$ cat src/rtl/tdpf_pkg.sv
package tdpf_pkg;

  localparam int unsigned TableDepth = 6542;
  localparam int unsigned NumW       = 32;
  localparam int unsigned FactW      = 32;
  localparam int unsigned ExpW       = 5;
  localparam int unsigned PrimeW     = 17;
  localparam int unsigned SieveW     = 16;
  localparam int unsigned InTdataW   = 32;
  localparam int unsigned OutTdataW  = 40;

  function automatic int unsigned addr_w(input int unsigned n);
    return (n > 1) ? $clog2(n) : 1;
  endfunction

  function automatic int unsigned idx_w(input int unsigned n);
    return $clog2(n + 1);
  endfunction

  typedef enum logic [3:0] {
    ST_IDLE,
    ST_FETCH,
    ST_TSTART,
    ST_TWAIT,
    ST_CHKREM,
    ST_DIVOUT,
    ST_RWAIT,
    ST_EMIT,
    ST_NEXT,
    ST_LEFT
  } step_e;

  typedef enum logic [3:0] {
    C_FALSE,
    C_TRUE,
    C_IN_ACC,
    C_NUM_LE1,
    C_IDX_END,
    C_DIV_IDLE,
    C_Q_LT_P,
    C_REM_Z,
    C_REM_NZ,
    C_COF_ONE,
    C_OUT_FREE
  } cond_e;

  typedef struct packed {
    cond_e wait_c;
    cond_e br_c;
    step_e target;
    step_e next;
    logic  ld_input;
    logic  rd_mem;
    logic  div_test;
    logic  div_again;
    logic  emit_prime;
    logic  emit_left;
    logic  inc_idx;
  } uword_t;

  typedef struct packed {
    logic              start;
    logic [NumW-1:0]   dividend;
    logic [PrimeW-1:0] divisor;
  } div_req_t;

  typedef struct packed {
    logic              busy;
    logic [NumW-1:0]   quot;
    logic [PrimeW-1:0] rem;
  } div_res_t;

  // A step waits on wait_c, then jumps to target when br_c holds and falls through to next.
  function automatic uword_t ucode(input step_e s);
    uword_t w;
    w = '0;
    w.wait_c = C_TRUE;
    w.br_c   = C_FALSE;
    w.target = ST_IDLE;
    w.next   = ST_IDLE;
    case (s)
      ST_IDLE: begin
        w.wait_c   = C_IN_ACC;
        w.br_c     = C_NUM_LE1;
        w.target   = ST_LEFT;
        w.next     = ST_FETCH;
        w.ld_input = 1'b1;
      end
      ST_FETCH: begin
        w.br_c   = C_IDX_END;
        w.target = ST_LEFT;
        w.next   = ST_TSTART;
        w.rd_mem = 1'b1;
      end
      ST_TSTART: begin
        w.next     = ST_TWAIT;
        w.div_test = 1'b1;
      end
      ST_TWAIT: begin
        w.wait_c = C_DIV_IDLE;
        w.br_c   = C_Q_LT_P;
        w.target = ST_LEFT;
        w.next   = ST_CHKREM;
      end
      ST_CHKREM: begin
        w.br_c   = C_REM_NZ;
        w.target = ST_NEXT;
        w.next   = ST_DIVOUT;
      end
      ST_DIVOUT: begin
        w.next      = ST_RWAIT;
        w.div_again = 1'b1;
      end
      ST_RWAIT: begin
        w.wait_c = C_DIV_IDLE;
        w.br_c   = C_REM_Z;
        w.target = ST_DIVOUT;
        w.next   = ST_EMIT;
      end
      ST_EMIT: begin
        w.wait_c     = C_OUT_FREE;
        w.br_c       = C_COF_ONE;
        w.target     = ST_IDLE;
        w.next       = ST_NEXT;
        w.emit_prime = 1'b1;
      end
      ST_NEXT: begin
        w.next    = ST_FETCH;
        w.inc_idx = 1'b1;
      end
      ST_LEFT: begin
        w.wait_c    = C_OUT_FREE;
        w.br_c      = C_TRUE;
        w.target    = ST_IDLE;
        w.emit_left = 1'b1;
      end
      default: begin
        w.br_c   = C_TRUE;
        w.target = ST_IDLE;
      end
    endcase
    return w;
  endfunction

endpackage

$ cat src/rtl/tdpf_divider.sv
module tdpf_divider (
  input  logic               clk_i,
  input  logic               rst_ni,
  input  tdpf_pkg::div_req_t req_i,
  output tdpf_pkg::div_res_t res_o
);

  localparam int unsigned Steps = tdpf_pkg::NumW / 2;
  localparam int unsigned CntW  = $clog2(Steps);

  logic                        busy_q;
  logic [CntW-1:0]             cnt_q;
  logic [tdpf_pkg::NumW-1:0]   quot_q, quot_d;
  logic [tdpf_pkg::PrimeW-1:0] rem_q, rem_d;
  logic [tdpf_pkg::PrimeW-1:0] dvs_q;

  // Two restoring steps per cycle.
  always_comb begin
    logic [tdpf_pkg::PrimeW:0]   t;
    logic [tdpf_pkg::PrimeW-1:0] r;
    logic [tdpf_pkg::NumW-1:0]   q;
    r = rem_q;
    q = quot_q;
    for (int k = 0; k < 2; k++) begin
      t = {r, q[tdpf_pkg::NumW-1]};
      q = {q[tdpf_pkg::NumW-2:0], 1'b0};
      if (t >= {1'b0, dvs_q}) begin
        t    = t - {1'b0, dvs_q};
        q[0] = 1'b1;
      end
      r = t[tdpf_pkg::PrimeW-1:0];
    end
    rem_d  = r;
    quot_d = q;
  end

  always_ff @(posedge clk_i or negedge rst_ni) begin
    if (!rst_ni) begin
      busy_q <= 1'b0;
      cnt_q  <= '0;
    end else if (req_i.start) begin
      busy_q <= 1'b1;
      cnt_q  <= '0;
    end else if (busy_q) begin
      cnt_q <= cnt_q + 1'b1;
      if (cnt_q == CntW'(Steps - 1)) begin
        busy_q <= 1'b0;
      end
    end
  end

  always_ff @(posedge clk_i) begin
    if (req_i.start) begin
      quot_q <= req_i.dividend;
      rem_q  <= '0;
      dvs_q  <= req_i.divisor;
    end else if (busy_q) begin
      quot_q <= quot_d;
      rem_q  <= rem_d;
    end
  end

  assign res_o.busy = busy_q;
  assign res_o.quot = quot_q;
  assign res_o.rem  = rem_q;

endmodule

$ cat config.mk
export PLATFORM = sky130hd
export DESIGN_NAME = tdpf_divider
export DESIGN_NICKNAME = d
export VERILOG_FILES = /design/src/rtl/tdpf_pkg.sv /design/src/rtl/tdpf_divider.sv
export SDC_FILE = /design/constraint.sdc
export NUM_CORES = 1
export LEC_CHECK = 0
export BUFFER_PORTS_ARGS = -buffer_cell sky130_fd_sc_hd__buf_2
export CORE_MARGIN = 4
export CORE_UTILIZATION = 55
export CTS_BUF_LIST = sky130_fd_sc_hd__clkbuf_8 sky130_fd_sc_hd__clkbuf_16
export DETAILED_ROUTE_END_ITERATION = 16
export HOLD_SLACK_MARGIN = 0.06
export PLACE_DENSITY = 0.77
export SLEW_MARGIN = 40
export SYNTH_ARGS = -nofsm -noshare
export SYNTH_HDL_FRONTEND = slang
export SYNTH_SLANG_ARGS = --single-unit
$ cat constraint.sdc
create_clock -name clk_i -period 5.67 [get_ports clk_i]
set_clock_uncertainty 0.2 [all_clocks]
set_input_delay 0.2835 -clock clk_i [delete_from_list [all_inputs] [get_ports clk_i]]
set_output_delay 0.2835 -clock clk_i [all_outputs]
set_load 0.05 [all_outputs]
Yosys cells after proc, flatten, opt, wreduce, memory -nomap -nowiden
Cells that the tools add are included.
Word-level totals
  flip-flop bits (word level): 71
  output and inout bits: 50
  word-level logic and storage cells: 23
Cells by class
  $add $sub $neg: 3
  order comparisons: 2
  equality and inequality tests: 1
  mux-type cells: 11
  reductions and logical operators: 1
Operators by type and width (number)
  2-to-1 mux 32 bit: 2
  greater-or-equal comparator 18 x 17 -> 1 bit: 2
  2-to-1 mux 17 bit: 2
  subtractor 17 bit: 2
  2-to-1 mux 4 bit: 2
  2-to-1 mux 1 bit: 5
  adder 4 x 1 -> 4 bit (second input constant): 1
  equality test 4 bit (second input constant): 1
  nonzero test 2 bit: 1

Longest topological paths before layout
  depth after elaboration: 6
  depth in mapped cells: 22
  mapped depth without buffers: 19

Worst setup path after synthesis
No wires, ideal clock.
  kind: register to register
  start: reg quot_q[31] (netlist bit)
  end: reg rem_q[15] (netlist bit)
  setup time: 0.091 ns
  data arrival time: 4.688 ns
  path slack: 0.690 ns
  cell stages (with the launch flop): 20
  clock period less this slack: 4.980 ns
  path through: edfxtp_1 -> inv_1 -> ha_1 -> inv_1 -> fa_1 -> a21oi_1 -> o22ai_1 -> o211ai_1 -> nand3_1 -> clkbuf_1 -> a21oi_1 -> ha_1 -> nor2b_1 -> o2111ai_1 -> and4_1 -> o211ai_1 -> a2111oi_1 -> nor3b_1 -> or3b_2 -> a311oi_1
Between the ends
  longest elaborated chain between the ends: 4
  elaborated cells between the ends (all ways): 6
  those cells by class: 2 x add/sub; 2 x order compare; 2 x mux
RTL lines
  start: declaration: RTL line tdpf_divider.sv:13  | logic [tdpf_pkg::NumW-1:0] quot_q, quot_d;
  start signal: assignment: RTL line tdpf_divider.sv:54  | quot_q <= req_i.dividend;
  start signal: assignment: RTL line tdpf_divider.sv:58  | quot_q <= quot_d;
  subtractor 17 bit or greater-or-equal comparator 18 x 17 -> 1 bit (tied branches): RTL line tdpf_divider.sv:28, tdpf_divider.sv:27
  2-to-1 mux 17 bit *: RTL line tdpf_divider.sv:27  | if (t >= {1'b0, dvs_q}) begin
  subtractor 17 bit or greater-or-equal comparator 18 x 17 -> 1 bit (tied branches): RTL line tdpf_divider.sv:28, tdpf_divider.sv:27
  2-to-1 mux 17 bit *: RTL line tdpf_divider.sv:27
  end signal: assignment: RTL line tdpf_divider.sv:59  | rem_q <= rem_d;
  end: declaration: RTL line tdpf_divider.sv:14  | logic [tdpf_pkg::PrimeW-1:0] rem_q, rem_d;
Every way passes the cells marked *; elsewhere a longest branch is shown, timed or not.
A chain may end at the register's enable or synchronous reset.

Worst setup path in the final report
  start: reg quot_q[31] (netlist bit)
  end: reg rem_q[0] (netlist bit)
Between the ends
  longest elaborated chain between the ends: 4
  elaborated cells between the ends (all ways): 5
  those cells by class: 1 x add/sub; 2 x order compare; 2 x mux
RTL lines (RTL line)
  subtractor 17 bit or greater-or-equal comparator 18 x 17 -> 1 bit (tied branches): tdpf_divider.sv:28, tdpf_divider.sv:27
  2-to-1 mux 17 bit *: tdpf_divider.sv:27
  greater-or-equal comparator 18 x 17 -> 1 bit *: tdpf_divider.sv:27
  2-to-1 mux 17 bit *: tdpf_divider.sv:27
Marked as above.

==> impl_metrics.csv <==
group,metric,value,unit
critical_path,slowest_cp_cell,"fa_1",
routing,final_antenna_net_count,0,
routing,drt-total-wl,13700,um
critical_path,critical_path.n_buffers_inverters,3,
routing,vias_per_cell,5.97,
critical_path,path_class,"register to register",
sta,final_report_setup_violation_count,0,
routing,wl_met1,5590,um
critical_path,cp-start-kind,"register",
yosys,synth_fp_nets,557,
global_route,grt_antenna_before_repair,0,
global_route,number_of_global_route_vias_before_repair,4328,
outcome,status,"completed",
sta,timing_max_transition_violations_final,0,
place,instance_area_at_placement,5370,sq um
yosys,synthesis.instances,468,
floorplan,design.core.area,8340,sq um
yosys,syn_avg_cell_area,10.2,sq um
power,power.density_cell_area,579,nW/um^2
floorplan,starting_density_of_the_core,57.2,%
cells_and_area,fillCellCount,555,
place,gpl.final_weighted_congestion,0.931,
routing,routedWlPerCell,18.9,um
routing,vias,4346,
sta,hold_violations,0,
cells_and_area,multi_input_area,2610,sq um
cells_and_area,area_delta_synth_final,28.2,%
global_route,grt_first_pass_wirelength,22100,um
critical_path,worst-endpoint-required,5.73,ns
global_route,grt.total_usage,27.7,%
critical_path,cp_top_family,"compound AO/OA/AOI/OAI gates",
routing,met3_length,1200,um
cts,count_of_buffers_added_by_post_cts_timing_repair_for_setup,0,
sta,setup_slack,0.391,ns
cts,clock_tree.htree_level_count,3,
floorplan,die_height,101,um
yosys,ys_dominant_reg_cell,"edfxtp_1",
routing,routed-wl-met2,6520,um
place,place.port_buffers,101,
sta,tightestPinTransition,0.731,ns
routing,drt-initial-drc-count,250,
power,peakVddDrop,0.290,mV
cts,post_cts_resize_count,0,
cells_and_area,postLayoutCellArea,6120,sq um
cells_and_area,finish.net_count,707,
sta,fin_tns_setup,0,ns
yosys,synth_edf_count,49,
yosys,synth.yosys.seq_area_share,40.6,%
floorplan,std_cell_rows,33,
cts,clk_pin_slew,0.08,ns
cells_and_area,num_antenna_cells,0,
routing,drc,0,
power,total_power,3540,uW
power,power.leakage,0.00273,uW
critical_path,r2r_slack,0.39,ns
cts,clock_tree.buffer_depth,2,
worst_hold_path,hp-class,"primary input to async pin",
place,dpl.hpwl,9070,um
critical_path,arrival,5.34,ns
critical_path,timing.critical_path.fanout_max,14,
cts,insertion_delay_of_the_later_clocked_pin_in_the_worst_skew_pair,0.36,ns
sta,finalWorstPathRequiredPeriod,5.28,ns
sta,fmaxAchievable,189,MHz
yosys,ys_async_sr_fraction,7.04,%
floorplan,die_x,101,um
critical_path,critical_path.max_stage_delay,0.45,ns
floorplan,floorplan.io_pins,102,
cts,post_cts_hold_buffer_count,49,
critical_path,worstSetupEndpointType,"register",
place,pre_cts_ws,0.545,ns
sta,grt_setup_unrepaired,"false",
cts,cts_made_buffers,9,
global_route,grt_max_degree,73,
cts,tritoncts,"done",
floorplan,die_area,10200,sq um
run,drv.max_cap_violation_count,0,
yosys,synthDistinctLibCells,58,
cells_and_area,layout.area.seq,1940,sq um
critical_path,critical_path.cell_chain,"inv_1, ha_1, inv_1, fa_1, a21oi_1, o22ai_1, o211ai_1, nand3_1, buf_4, nor2_1, a21oi_1, fa_1, a21oi_1, o22ai_1, o2111ai_1, nand4b_1, a221o_1, a21oi_2, mux2_2, a211oi_1",
sta,layout_worst_path_cycle_share,93.1,%
cells_and_area,post_route_cells_drive_above_1_share,27.1,%
cts,cts_root_buf,"clkbuf_8",
cts,clock_sink_count,71,
routing,first_pass_iters,5,
global_route,gr_ovfl_total,0,
yosys,synth_area,4770,sq um
yosys,yosys_warnings,0,
critical_path,critPathMostFrequentCell,"a21oi_1",
yosys,ys_ff_latch,71,
sta,fin_worst_hold_slack,0.0789,ns
sta,max_slew_margin,51.3,%
routing,maxUsedRoutingLayer,"met4",
## state kept, by name, summed over array words and instances, names as in the netlist
register	cells
quot_q	32
dvs_q	17
busy_q	1
rem_q	17
cnt_q	4
## metal layers
metal	GRT usage [%]	vias up
met5	0	-
met4	10.7	0
met3	7.47	34
met2	44.8	226
met1	35.3	2045
li1	-	2041
## cell type report
| class | instances | share of cell area, % |
|---|---|---|
| Sequential cell | 71 | 31.7 |
| Inverter | 36 | 2.21 |
| Clock buffer | 10 | 2.25 |
| Timing Repair Buffer | 155 | 17.2 |
| Clock inverter | 6 | 1.88 |
| Tap cell | 105 | 2.15 |
| Multi-Input combinational cell | 345 | 42.7 |
## power breakdown
part / internal (uW) / total [uW] / switching [uW]
clock: 308 / 522 / 215
combinational: 936 / 2270 / 1330
sequential: 662 / 748 / 86.7
## cell usage in the layout (no fill, tap or decap), types with 13 or more instances in the layout
master / count
buf_2: 101
edfxtp_1: 49
dlygate4sd3_1: 49
inv_1: 36
nor2_1: 36
ha_1: 35
mux2_2: 32
a21oi_1: 24
nand2_1: 24
dfxtp_1: 17
a211oi_1: 16
mux2i_1: 16
nor3_1: 14
xnor2_1: 14
nand3_1: 13
## path summary, 6_finish.rpt
kind                            cells past startpoint        end       start
worst max-delay path                               20   rem_q[0]  quot_q[31]
worst min-delay path                                2   cnt_q[0]      rst_ni
worst max register to register                     20   rem_q[0]  quot_q[31]
worst min register to register                      2  rem_q[14]   rem_q[14]
max in group asynchronous                           2     busy_q      rst_ni
min in group clk_i                                  3  quot_q[0]   req_i[17]
## cell usage after synthesis (all sizes together), types with 4 or more instances
library cell / count / share of area (%)
a21o: 6 / 0.94
o31ai: 7 / 1.1
nand2b: 10 / 1.3
nand4: 5 / 0.66
mux2i: 16 / 3.4
dfrtp: 5 / 2.6
or2: 4 / 0.52
o21ai: 13 / 1.4
nand2: 24 / 1.9
buf: 6 / 1.0
a211oi: 16 / 2.5
nor2: 36 / 2.8
dfxtp: 17 / 7.1
xor2: 11 / 2.0
inv: 36 / 2.8
ha: 35 / 9.2
clkbuf: 10 / 0.79
edfxtp: 49 / 31
a21oi: 25 / 2.7
o21a: 6 / 0.94
a21boi: 5 / 0.79
nand3: 14 / 1.6
o22ai: 5 / 0.66
nor3: 14 / 1.5
o211ai: 6 / 0.94
mux2: 32 / 7.6
xnor2: 14 / 2.6
## kinds of logic after synthesis
kind of cell	synth area share (%)
AO/OA/AOI/OAI	16.2
XOR/XNOR	4.59
adder cells (fa/ha/maj)	10.0
buffers and inverters	4.67
flip-flops	40.6
multiplexers	10.9
AND/OR/NAND/NOR	13.0
## metrics by stage
stage / util [%] / std cells
after floorplan: - / 468
final: 73.3 / 728
after global placement: 64.4 / 663
after global routing: 73.3 / 728
after CTS: 73.3 / 728
after detailed placement: 64.4 / 663
Note: power is estimated with default switching activity, not from simulation.
