**src/rtl/tdpf_pkg.sv**
```systemverilog
package tdpf_pkg;

  localparam int unsigned TableDepth = 6542;
  localparam int unsigned NumW       = 32;
  localparam int unsigned FactW      = 32;
  localparam int unsigned ExpW       = 5;
  localparam int unsigned PrimeW     = 17;
  localparam int unsigned SieveW     = 16;
  localparam int unsigned InTdataW   = 32;
  localparam int unsigned OutTdataW  = 40;

  function automatic int unsigned addr_w(input int unsigned n);
    return (n > 1) ? $clog2(n) : 1;
  endfunction

  function automatic int unsigned idx_w(input int unsigned n);
    return $clog2(n + 1);
  endfunction

  typedef enum logic [3:0] {
    ST_IDLE,
    ST_FETCH,
    ST_TSTART,
    ST_TWAIT,
    ST_CHKREM,
    ST_DIVOUT,
    ST_RWAIT,
    ST_EMIT,
    ST_NEXT,
    ST_LEFT
  } step_e;

  typedef enum logic [3:0] {
    C_FALSE,
    C_TRUE,
    C_IN_ACC,
    C_NUM_LE1,
    C_IDX_END,
    C_DIV_IDLE,
    C_Q_LT_P,
    C_REM_Z,
    C_REM_NZ,
    C_COF_ONE,
    C_OUT_FREE
  } cond_e;

  typedef struct packed {
    cond_e wait_c;
    cond_e br_c;
    step_e target;
    step_e next;
    logic  ld_input;
    logic  rd_mem;
    logic  div_test;
    logic  div_again;
    logic  emit_prime;
    logic  emit_left;
    logic  inc_idx;
  } uword_t;

  typedef struct packed {
    logic              start;
    logic [NumW-1:0]   dividend;
    logic [PrimeW-1:0] divisor;
  } div_req_t;

  typedef struct packed {
    logic              busy;
    logic [NumW-1:0]   quot;
    logic [PrimeW-1:0] rem;
  } div_res_t;

  // A step waits on wait_c, then jumps to target when br_c holds and falls through to next.
  function automatic uword_t ucode(input step_e s);
    uword_t w;
    w = '0;
    w.wait_c = C_TRUE;
    w.br_c   = C_FALSE;
    w.target = ST_IDLE;
    w.next   = ST_IDLE;
    case (s)
      ST_IDLE: begin
        w.wait_c   = C_IN_ACC;
        w.br_c     = C_NUM_LE1;
        w.target   = ST_LEFT;
        w.next     = ST_FETCH;
        w.ld_input = 1'b1;
      end
      ST_FETCH: begin
        w.br_c   = C_IDX_END;
        w.target = ST_LEFT;
        w.next   = ST_TSTART;
        w.rd_mem = 1'b1;
      end
      ST_TSTART: begin
        w.next     = ST_TWAIT;
        w.div_test = 1'b1;
      end
      ST_TWAIT: begin
        w.wait_c = C_DIV_IDLE;
        w.br_c   = C_Q_LT_P;
        w.target = ST_LEFT;
        w.next   = ST_CHKREM;
      end
      ST_CHKREM: begin
        w.br_c   = C_REM_NZ;
        w.target = ST_NEXT;
        w.next   = ST_DIVOUT;
      end
      ST_DIVOUT: begin
        w.next      = ST_RWAIT;
        w.div_again = 1'b1;
      end
      ST_RWAIT: begin
        w.wait_c = C_DIV_IDLE;
        w.br_c   = C_REM_Z;
        w.target = ST_DIVOUT;
        w.next   = ST_EMIT;
      end
      ST_EMIT: begin
        w.wait_c     = C_OUT_FREE;
        w.br_c       = C_COF_ONE;
        w.target     = ST_IDLE;
        w.next       = ST_NEXT;
        w.emit_prime = 1'b1;
      end
      ST_NEXT: begin
        w.next    = ST_FETCH;
        w.inc_idx = 1'b1;
      end
      ST_LEFT: begin
        w.wait_c    = C_OUT_FREE;
        w.br_c      = C_TRUE;
        w.target    = ST_IDLE;
        w.emit_left = 1'b1;
      end
      default: begin
        w.br_c   = C_TRUE;
        w.target = ST_IDLE;
      end
    endcase
    return w;
  endfunction

endpackage

```
**src/rtl/tdpf_useq.sv**
```systemverilog
module tdpf_useq #(
  parameter int unsigned NumPrimes = tdpf_pkg::TableDepth
) (
  input  logic                                   clk_i,
  input  logic                                   rst_ni,
  input  logic                                   table_ready_i,
  input  logic [tdpf_pkg::PrimeW-1:0]            prime_i,
  output logic                                   rd_en_o,
  output logic [tdpf_pkg::addr_w(NumPrimes)-1:0] rd_idx_o,
  output tdpf_pkg::div_req_t                     div_req_o,
  input  tdpf_pkg::div_res_t                     div_res_i,
  input  logic                                   s_axis_tvalid_i,
  output logic                                   s_axis_tready_o,
  input  logic [tdpf_pkg::InTdataW-1:0]          s_axis_tdata_i,
  output logic                                   m_axis_tvalid_o,
  input  logic                                   m_axis_tready_i,
  output logic [tdpf_pkg::OutTdataW-1:0]         m_axis_tdata_o,
  output logic                                   m_axis_tlast_o
);

  localparam int unsigned AddrW = tdpf_pkg::addr_w(NumPrimes);
  localparam int unsigned IdxW  = tdpf_pkg::idx_w(NumPrimes);
  localparam int unsigned NumW  = tdpf_pkg::NumW;
  localparam int unsigned ExpW  = tdpf_pkg::ExpW;
  localparam int unsigned FactW = tdpf_pkg::FactW;
  localparam int unsigned PadW  = tdpf_pkg::OutTdataW - FactW - ExpW;

  tdpf_pkg::step_e  step_q, step_d;
  tdpf_pkg::uword_t uw;
  logic [NumW-1:0]  cof_q;
  logic [IdxW-1:0]  idx_q;
  logic [ExpW-1:0]  mult_q;
  logic             out_valid_q;
  logic [FactW-1:0] out_fact_q;
  logic [ExpW-1:0]  out_exp_q;
  logic             out_last_q;

  logic [15:0]      cond_vec;
  logic             fire, taken;

  assign s_axis_tready_o = (step_q == tdpf_pkg::ST_IDLE) && table_ready_i;

  always_comb begin
    cond_vec                       = '0;
    cond_vec[tdpf_pkg::C_FALSE]    = 1'b0;
    cond_vec[tdpf_pkg::C_TRUE]     = 1'b1;
    cond_vec[tdpf_pkg::C_IN_ACC]   = s_axis_tvalid_i && s_axis_tready_o;
    cond_vec[tdpf_pkg::C_NUM_LE1]  = (s_axis_tdata_i[NumW-1:1] == '0);
    cond_vec[tdpf_pkg::C_IDX_END]  = (idx_q == IdxW'(NumPrimes));
    cond_vec[tdpf_pkg::C_DIV_IDLE] = !div_res_i.busy;
    cond_vec[tdpf_pkg::C_Q_LT_P]   = (div_res_i.quot < NumW'(prime_i));
    cond_vec[tdpf_pkg::C_REM_Z]    = (div_res_i.rem == '0);
    cond_vec[tdpf_pkg::C_REM_NZ]   = (div_res_i.rem != '0);
    cond_vec[tdpf_pkg::C_COF_ONE]  = (cof_q == NumW'(1));
    cond_vec[tdpf_pkg::C_OUT_FREE] = !out_valid_q || m_axis_tready_i;
  end

  assign uw     = tdpf_pkg::ucode(step_q);
  assign fire   = cond_vec[uw.wait_c];
  assign taken  = cond_vec[uw.br_c];
  assign step_d = !fire ? step_q : (taken ? uw.target : uw.next);

  assign rd_en_o  = fire && uw.rd_mem && !taken;
  assign rd_idx_o = idx_q[AddrW-1:0];

  assign div_req_o.start    = fire && (uw.div_test || uw.div_again);
  assign div_req_o.dividend = uw.div_again ? div_res_i.quot : cof_q;
  assign div_req_o.divisor  = prime_i;

  always_ff @(posedge clk_i or negedge rst_ni) begin
    if (!rst_ni) begin
      step_q      <= tdpf_pkg::ST_IDLE;
      cof_q       <= '0;
      idx_q       <= '0;
      mult_q      <= '0;
      out_valid_q <= 1'b0;
      out_fact_q  <= '0;
      out_exp_q   <= '0;
      out_last_q  <= 1'b0;
    end else begin
      step_q <= step_d;
      if (out_valid_q && m_axis_tready_i) begin
        out_valid_q <= 1'b0;
      end
      if (fire) begin
        if (uw.ld_input) begin
          cof_q  <= s_axis_tdata_i[NumW-1:0];
          idx_q  <= '0;
          mult_q <= '0;
        end
        if (uw.div_again) begin
          cof_q  <= div_res_i.quot;
          mult_q <= mult_q + 1'b1;
        end
        if (uw.inc_idx) begin
          idx_q <= idx_q + 1'b1;
        end
        if (uw.emit_prime) begin
          mult_q      <= '0;
          out_valid_q <= 1'b1;
          out_fact_q  <= FactW'(prime_i);
          out_exp_q   <= mult_q;
          out_last_q  <= (cof_q == NumW'(1));
        end
        if (uw.emit_left) begin
          out_valid_q <= 1'b1;
          out_fact_q  <= cof_q;
          out_exp_q   <= ExpW'(1);
          out_last_q  <= 1'b1;
        end
      end
    end
  end

  assign m_axis_tvalid_o = out_valid_q;
  assign m_axis_tdata_o  = {{PadW{1'b0}}, out_exp_q, out_fact_q};
  assign m_axis_tlast_o  = out_last_q;

endmodule

```
**config.mk**
```make
export PLATFORM = sky130hd
export DESIGN_NAME = tdpf_useq
export DESIGN_NICKNAME = d
export VERILOG_FILES = /design/src/rtl/tdpf_pkg.sv /design/src/rtl/tdpf_useq.sv
export SDC_FILE = /design/constraint.sdc
export NUM_CORES = 1
export LEC_CHECK = 0
export ABC_AREA = 1
export BUFFER_PORTS_ARGS = -buffer_cell sky130_fd_sc_hd__buf_4
export CORE_UTILIZATION = 33
export CTS_CLUSTER_DIAMETER = 200
export DETAILED_ROUTE_END_ITERATION = 7
export PLACE_DENSITY = 0.7
export SYNTH_ARGS = -nofsm -noshare
export SYNTH_HDL_FRONTEND = slang
export SYNTH_SLANG_ARGS = --single-unit
export TNS_END_PERCENT = 50
```
**constraint.sdc**
```tcl
create_clock -name clk_i -period 1.81 [get_ports clk_i]
set_input_delay 0.0905 -clock clk_i [delete_from_list [all_inputs] [get_ports clk_i]]
set_output_delay 0.0905 -clock clk_i [all_outputs]
set_load 0.03 [all_outputs]
```
* Word-level counts from Yosys, hierarchy flattened
Index checks and enable logic that the tools add are counted.
Word-level totals: bits in registers 93, input bits 104
Operators by class: reductions and logical operators 27, muxes and demuxes 33, equal/unequal tests 11, $add $sub $neg 2, $lt $le $gt $ge 3
Operators with widths (number):
- $mux W32 | 5
- $pmux W8 S7 | 1
- $eq A32 B1 Y1 const B | 1
- $lt A32 B17 Y1 | 1
- $pmux W4 S8 | 1
- $logic_not A31 Y1 | 1
- $mux W13 | 2
- $mux W5 | 5
- $logic_not A17 Y1 | 1
- $reduce_bool A17 Y1 | 1
- $eq A4 B3 Y1 const B | 4
- $mux W1 | 15
- $add A13 B1 Y13 const B | 1
- $eq A13 B13 Y1 const B | 1
- $pmux W4 S3 | 1
- $lt A4 B5 Y1 const B | 2
- $bmux W1 S4 | 2
- $eq A4 B2 Y1 const B | 2
- $eq A4 B4 Y1 const B | 2
- $reduce_and A2 Y1 | 4
- $logic_and A1 B1 Y1 | 6
- $reduce_bool A2 Y1 | 3
- $reduce_or A2 Y1 | 3
- $add A5 B1 Y5 const B | 1
- other kinds (7) | 10

* Depth between registers and ports, before layout
Gate-level depths: netlist of run 1.
depth in word-level cells 7, depth in mapped cells 20

* Least setup slack after synthesis of run 1
Ideal clock, no wire load.
path kind reg2out, start register step_q[3], end output port rd_en_o, arrival 2.187 ns, data required time 1.719 ns, cell stages (with the launch flop) 17, slack -0.468 ns, path buffers 1, cell sequence dfrtp_1 -> buf_4 -> inv_1 -> nand2_2 -> nor2_4 -> nand2_2 -> o21ai_2 -> nand2_2 -> nand2_1 -> inv_1 -> a21oi_1 -> nand2_1 -> nand2_1 -> nand2_1 -> nand2_1 -> inv_1 -> nor3_1
On the way: cells in the longest elaborated chain, start to end 7
Ends and longest elaborated chain:
- start, declared | line tdpf_useq.sv:28 | tdpf_pkg::step_e step_q, step_d;
- start signal, assigned | line tdpf_useq.sv:72 | step_q <= tdpf_pkg::ST_IDLE;
- start signal, assigned | line tdpf_useq.sv:81 | step_q <= step_d;
- $eq A4 B4 Y1 (tied with other cells) | line tdpf_pkg.sv:81 | case (s)
- $reduce_or A3 Y1 (no line) (tied with other cells)
- $pmux W8 S7 (tied with other cells) | line tdpf_pkg.sv:81
- $bmux W1 S4 (on tied branches) | line tdpf_useq.sv:60, tdpf_useq.sv:59
- $mux W1 (on tied branches) | line tdpf_useq.sv:60, tdpf_useq.sv:59
- $logic_not A1 Y1 or $logic_and A1 B1 Y1 (tied branches) | line tdpf_useq.sv:63 | assign rd_en_o = fire && uw.rd_mem && !taken;
- $logic_and A1 B1 Y1 * | line tdpf_useq.sv:63
- end, declared | line tdpf_useq.sv:8 | output logic rd_en_o,
Mark *: on every way between the ends. The rest lies on a longest branch, timed or not. The select of a mux whose other input is x is not followed.

* Worst setup path in the final report of run 1
start register step_q[1], end output port rd_en_o
The elaborated chain is that of the path after synthesis.

==> results.tsv, run 1 <==
metric	value	unit
# nets final	1249	
Slowest-stage cell, CP	dfrtp_2	
Starting Density	0.341	
Switching Share	0.467	
final setup TNS	-24.30	ns
Antenna diodes	0	
number of flops mapped to enable cells by yosys	0	
post-synthesis sequential area ratio	0.407	
max-slew violation count	0	
Worst EP required	1.72	ns
Mean Syn Cell Area	7.24	µm²
largest area contributor in the netlist	dfrtp_1	
IO Pins	211	
CP Capture Type	output port	
cells along the critical path	nor2_4 -> buf_4 -> nand2_4 -> buf_6 -> nand2_2 -> inv_2 -> a21oi_2 -> nand2_1 -> nand2_1 -> nand2_2 -> nand2_2 -> inv_2 -> nor3_4 -> buf_6	
global route overflow	0	
yosys warns	0	
RSZ-0062 raised after global routing	yes	
Die X	134	µm
WS Path Type	register to output port	
DRT Pass-1 Iters	5	
final period utilization	1.28	
register bit total from synthesis	93	
most common cell after layout, fill and taps aside	buf_4	
Worst-Skew Late Latency	0.35	ns
Final min period	2.32	ns
initial DRC count	300	
Post-DP Area	8270	µm²
Pleak	4.84	nW
synth top area cells	dfrtp_1 41%, nand2_1 12%, o21ai_0 11%	
clk_skew	0.00471	ns
Final Hold Viols	0	
Max-Cap Viols	0	
clock share of power	0.111	
DRC Markers	0	
Async SR Flop Fraction	1.00	
synth unique cells	37	
CTS Sinks	93	
Logic pwr share	0.667	
Clock Tree Buf Depth	2	
Detail Route Antenna Nets	0	
Core Area	16800	µm²
worst slack, placed	-0.247	ns
GPL Wtd Cong	0.888	
CTS tree	done	
H-tree level count	3	
hpwl dp	15200	µm
number of I/O port buffers	207	
post-route cell area	9590	µm²
die outline height	134	µm
site row count	47	
Switching Power	0.00750	W
most used cell, CP	nand2_2	
Vias	6648	
global-route wire length before repair	32200	µm
CP max FO	4	
crit path launch type	register	
IR drop worst, VDD	0.866	mV
Data arrival, critical path	2.23	ns
die area	17800	µm²
post-synthesis cell area	5710	µm²
top-area cell type share of the netlist area	0.407	
number of global-route vias before repair	6349	
initial antenna violation count	0	
# setup viols final	117	
failing checks	setup timing	
clock-pin slew on the worst setup and hold paths	0.07	ns
pin count of the biggest net entering global routing	50	
wire per inst	16.0	µm
Synth-to-Final Area Change	67.8	%
CP peak stage delay	0.45	ns
status	complete, but fails checks	
Hold WC Path Type	primary input to register	
layout cells sized above 1	0.446	
kind of cell adding the most delay to the critical path	simple AND/OR/NAND/NOR gates	
GRT Overall Usage	0.232	
cell count after synthesis	789	
cts bufs inserted	9	
Seq pwr share	0.222	
upper clock frequency limit	0.430	GHz
PnR worst setup slack	-0.513	ns
P per Cell Area	1680	nW/µm²
Main synth FF type	dfrtp_1	
CP bufs+invs	5	
fin util	0.572	
Pint	0.00858	W
most frequent cells in the layout	319 x buf_4, 158 x nand2_1, 113 x inv_1	
Root Driver	clkbuf_16	
Post-Route WL	21600	µm
vias per cell	4.93	
power groups by stage:
stage / logic, W / clock network, W / registers [W]
6_report: 0.0107 / 0.00178 / 0.00357
5_1_grt: 0.0114 / 0.00189 / 0.00365
4_1_cts: 0.00959 / 0.00182 / 0.00349
3_5_place_dp: 0.00855 / 0 / 0.00351
3_3_place_gp: 0.00849 / 0 / 0.00348
2_1_floorplan: 0.00402 / 0 / 0.00430
area by class of cell:
cell class | instances | area (µm²)
Clock inverter | 4 | 26.3
Tap cell | 220 | 275
Inverter | 130 | 510
Fill cell | 1488 | 7170
Clock buffer | 10 | 239
Timing Repair Buffer | 372 | 3240
Multi-Input combinational cell | 520 | 2960
Sequential cell | 93 | 2330
registers in the layout (all words and copies together) (netlist names):
name / flops
step_q: 4
out_fact_q: 32
out_exp_q: 5
rd_idx_o: 13
m_axis_tlast_o: 1
cof_q: 32
m_axis_tvalid_o: 1
mult_q: 5
final timing paths:
kind / from / endpoint / slack, ns / depth (start not counted)
min in group asynchronous: rst_ni / out_fact_q[17] / 0.18 / 2
min: prime_i[0] / out_fact_q[0] / 0.04 / 3
min reg2reg: out_exp_q[1] / out_exp_q[1] / 0.50 / 2
max reg2reg: step_q[1] / rd_idx_o[8] / -0.39 / 15
max in group asynchronous: rst_ni / step_q[2] / 0.99 / 3
max: step_q[1] / rd_en_o / -0.51 / 14
through the flow:
stage          total power, W  std cells  hold slack [ns]
2_1_floorplan         0.00832        791           -0.205
3_3_place_gp           0.0120       1288          0.00315
3_5_place_dp           0.0121       1288          0.00722
4_1_cts                0.0149       1325           0.0250
5_1_grt                0.0170       1349           0.0376
6_report               0.0161       1349           0.0357
per-layer routing:
| metal | wire length [µm] | global-route usage | vias up |
|---|---|---|---|
| li1 | - | - | 3226 |
| met1 | 9280 | 0.304 | 3111 |
| met2 | 10500 | 0.387 | 262 |
| met3 | 1150 | 0.0335 | 49 |
| met4 | 673 | 0.0808 | 0 |
| met5 | 0 | 0 | - |
worst min-delay path: stages:
cell and delay [ns]:
buf_4 0.13, nand2_1 0.06, a31oi_1 0.07
kinds of logic after synthesis:
group / after synthesis / share of synthesized area
xor gates and xnor gates: 8 / 0.0123
DFF: 93 / 0.407
other: 1 / 0.000657
adders and majority gates: 19 / 0.0416
buffers and inverters: 178 / 0.135
and+or+nand+nor: 314 / 0.241
AOI/OAI and AO/OA: 176 / 0.162
Yosys cell counts, drive strengths merged (2+ instances only):
cell type  number
dfrtp          93
clkinv          2
a31oi          18
xor2            7
nand2         192
nor2           59
ha             19
o21ai         127
nand4          13
a21oi          20
nor3           16
inv           128
nand3          17
buf            31
o22ai           8
o211ai          2
nand3b          2
clkbuf         17
nor4           13
repair_timing:
action	in CTS	in global routing
pin swaps	16	24
gates cloned	4	5
hold endpoints to repair	71	0
resized for setup	77	119
setup buffers	23	20
endpoints found under the setup margin	109	127
hold buffers	1	0
Power figures use the tool's default switching activity.
==> run 2: changes to the inputs <==
Settings changed: HOLD_SLACK_MARGIN from default to 0.12.
==> run 2 against run 1 <==
Effect of this change:
- the run still ends with setup timing left
- final area up 4.6%
- final cell count is 1.3% higher
- critical path depth rose by 2
- die area unchanged
- largest cell class unchanged
- highest routed layer unchanged
==> results.tsv, run 2 (synthesis gave the netlist of run 1 again) <==
metric	value	unit	change
status	complete, but fails checks		
failing checks	setup timing		
Hold Path Sink	cof_q[5]		
DRC Markers	0		unchanged
Core Area	16800	µm²	unchanged
met1 Use GR	0.308		+0.00359
Starting Density	0.341		unchanged
initial antenna violation count	0		unchanged
fin util	0.598		+0.0264
upper clock frequency limit	0.436	GHz	+1.2%
crit path launch type	register		
CTS tree	done		
Final Hold Viols	0		unchanged
worst slack, placed	-0.247	ns	unchanged
CTS Sinks	93		unchanged
Post-Route WL	22400	µm	+4.1%
die outline height	134	µm	unchanged
wire per inst	16.4	µm	+2.7%
cts bufs inserted	9		unchanged
Sequential cell area	2330	µm²	unchanged
Detail Route Antenna Nets	0		unchanged
Hold WC Path Type	primary input to register		
Worst EP required	1.72	ns	about the same
Clock Tree Buf Depth	2		unchanged
# setup viols final	127		+8.5%
pin count of the biggest net entering global routing	50		unchanged
global-route wire length before repair	32700	µm	+1.5%
Data arrival, critical path	2.21	ns	-0.02 ns
P per Cell Area	1660	nW/µm²	-0.84%
DRT Pass-1 Iters	5		unchanged
IR drop worst, VDD	0.848	mV	-2.1%
Vias	6783		+2.0%
H-tree level count	3		unchanged
most frequent cells in the layout	308 x buf_4, 157 x nand2_1, 113 x inv_1		
Hold Crit Depth	5		+2
PnR worst setup slack	-0.486	ns	+0.0275 ns
layout cells sized above 1	0.461		+0.0157
Root Driver	clkbuf_16		
Hold Crit Start	div_res_i[22]		
Switching Share	0.466		about the same
initial DRC count	413		+38%
RSZ-0062 raised after global routing	yes		
CP Capture Type	output port		
Switching Power	0.00778	W	+3.7%
number of I/O port buffers	207		unchanged
most common cell after layout, fill and taps aside	buf_4		
filler cell count	1441		-3.2%
Logic pwr share	0.675		+0.008
GRT Overall Usage	0.235		+0.00320
IO Pins	211		unchanged
multi-input logic area	3150	µm²	+6.5%
Worst R2R Path Depth	15		unchanged
WS Path Type	register to output port		
clock-pin slew on the worst setup and hold paths	0.07	ns	about the same
CP max FO	4		unchanged
final setup TNS	-29.77	ns	-5.46 ns
Crit Reg-Reg Endpoint	rd_idx_o[5]		
vias per cell	4.96		+0.69%
# nets final	1267		+1.4%
Pint	0.00890	W	+3.8%
worst hold slack	0.120	ns	+0.0840 ns
final period utilization	1.27		-0.0152
clk_skew	0.00374	ns	-0.000971 ns
Die X	134	µm	unchanged
CP Launch Point	step_q[3]		
Worst-Skew Late Latency	0.35	ns	about the same
Max-Cap Viols	0		unchanged
Worst R2R Start	step_q[1]		
Antenna diodes	0		unchanged
clock share of power	0.107		-0.004
Final min period	2.30	ns	-0.0275 ns
global routing's busiest layer	met2		
site row count	47		unchanged
GPL Wtd Cong	0.888		unchanged
flop-to-flop setup slack	-0.44	ns	-0.05 ns
number of global-route vias before repair	6454		+1.7%
global route overflow	0		unchanged
Synth-to-Final Area Change	75.6	%	
die area	17800	µm²	unchanged
Seq pwr share	0.218		-0.004
met3 GRT Util	0.0327		-0.000761
GR Util met2	0.396		+0.00839
Pleak	4.98	nW	+2.8%
max-slew violation count	0		unchanged
hpwl dp	15200	µm	unchanged
-- run 2: layout make-up --
cell class / count / share of cell area
Clock buffer: 10 / 0.0238
Tap cell: 220 / 0.0274
Inverter: 130 / 0.0518
Clock inverter: 4 / 0.00262
Multi-Input combinational cell: 520 / 0.315
Sequential cell: 93 / 0.233
Timing Repair Buffer: 390 / 0.347
-- run 2: what timing repair did --
action	4_1_cts	5_1_grt
setup buffers	23	23
resized for setup	77	177
endpoints found under the setup margin	109	127
hold buffers	17	0
endpoints found under the hold margin	109	0
pin swaps	16	21
cloned	4	7
-- run 2: worst max-delay path, stage by stage, from the launching register on --
cell and delay [ns]:
dfrtp_2 0.44, inv_2 0.07, nand2_2 0.08, nor2_4 0.12, nand2_2 0.09, o21ai_4 0.08
nand2_2 0.10, nand2_2 0.09, inv_2 0.05, a21oi_2 0.09, nand2_1 0.07, nand2_1 0.07
nand2_2 0.06, nand2_2 0.10, inv_2 0.05, nor3_4 0.12, buf_6 0.15
-- run 2: routing by layer --
| metal | share of wire | vias up |
|---|---|---|
| met5 | 0 | - |
| met1 | 0.42 | 3202 |
| met4 | 0.029 | 0 |
| met2 | 0.49 | 279 |
| li1 | - | 3257 |
| met3 | 0.056 | 45 |
-- run 2: through the flow --
stage,total power (W),area [µm²],std cells
6_report,0.0167,10000,1367
5_1_grt,0.0176,10000,1367
4_1_cts,0.0149,9180,1341
3_5_place_dp,0.0121,8270,1288
3_3_place_gp,0.0120,8270,1288
2_1_floorplan,0.00832,5740,791
-- run 2: worst max-delay path by stage --
stage                  endpoint  cells after the start  slack [ns]
floorplan           rd_idx_o[5]                     13       -0.22
global placement        rd_en_o                     15       -0.20
detailed placement      rd_en_o                     15       -0.25
CTS                     rd_en_o                     16       -0.43
global route            rd_en_o                     13       -0.64
finish                  rd_en_o                     16       -0.49
-- run 2: power groups by stage --
stage	Combinational [W]	Sequential [W]	Clock (W)
2_1_floorplan	0.00402	0.00430	0
3_3_place_gp	0.00849	0.00348	0
3_5_place_dp	0.00855	0.00351	0
4_1_cts	0.00962	0.00349	0.00182
5_1_grt	0.0120	0.00371	0.00189
6_report	0.0113	0.00363	0.00178
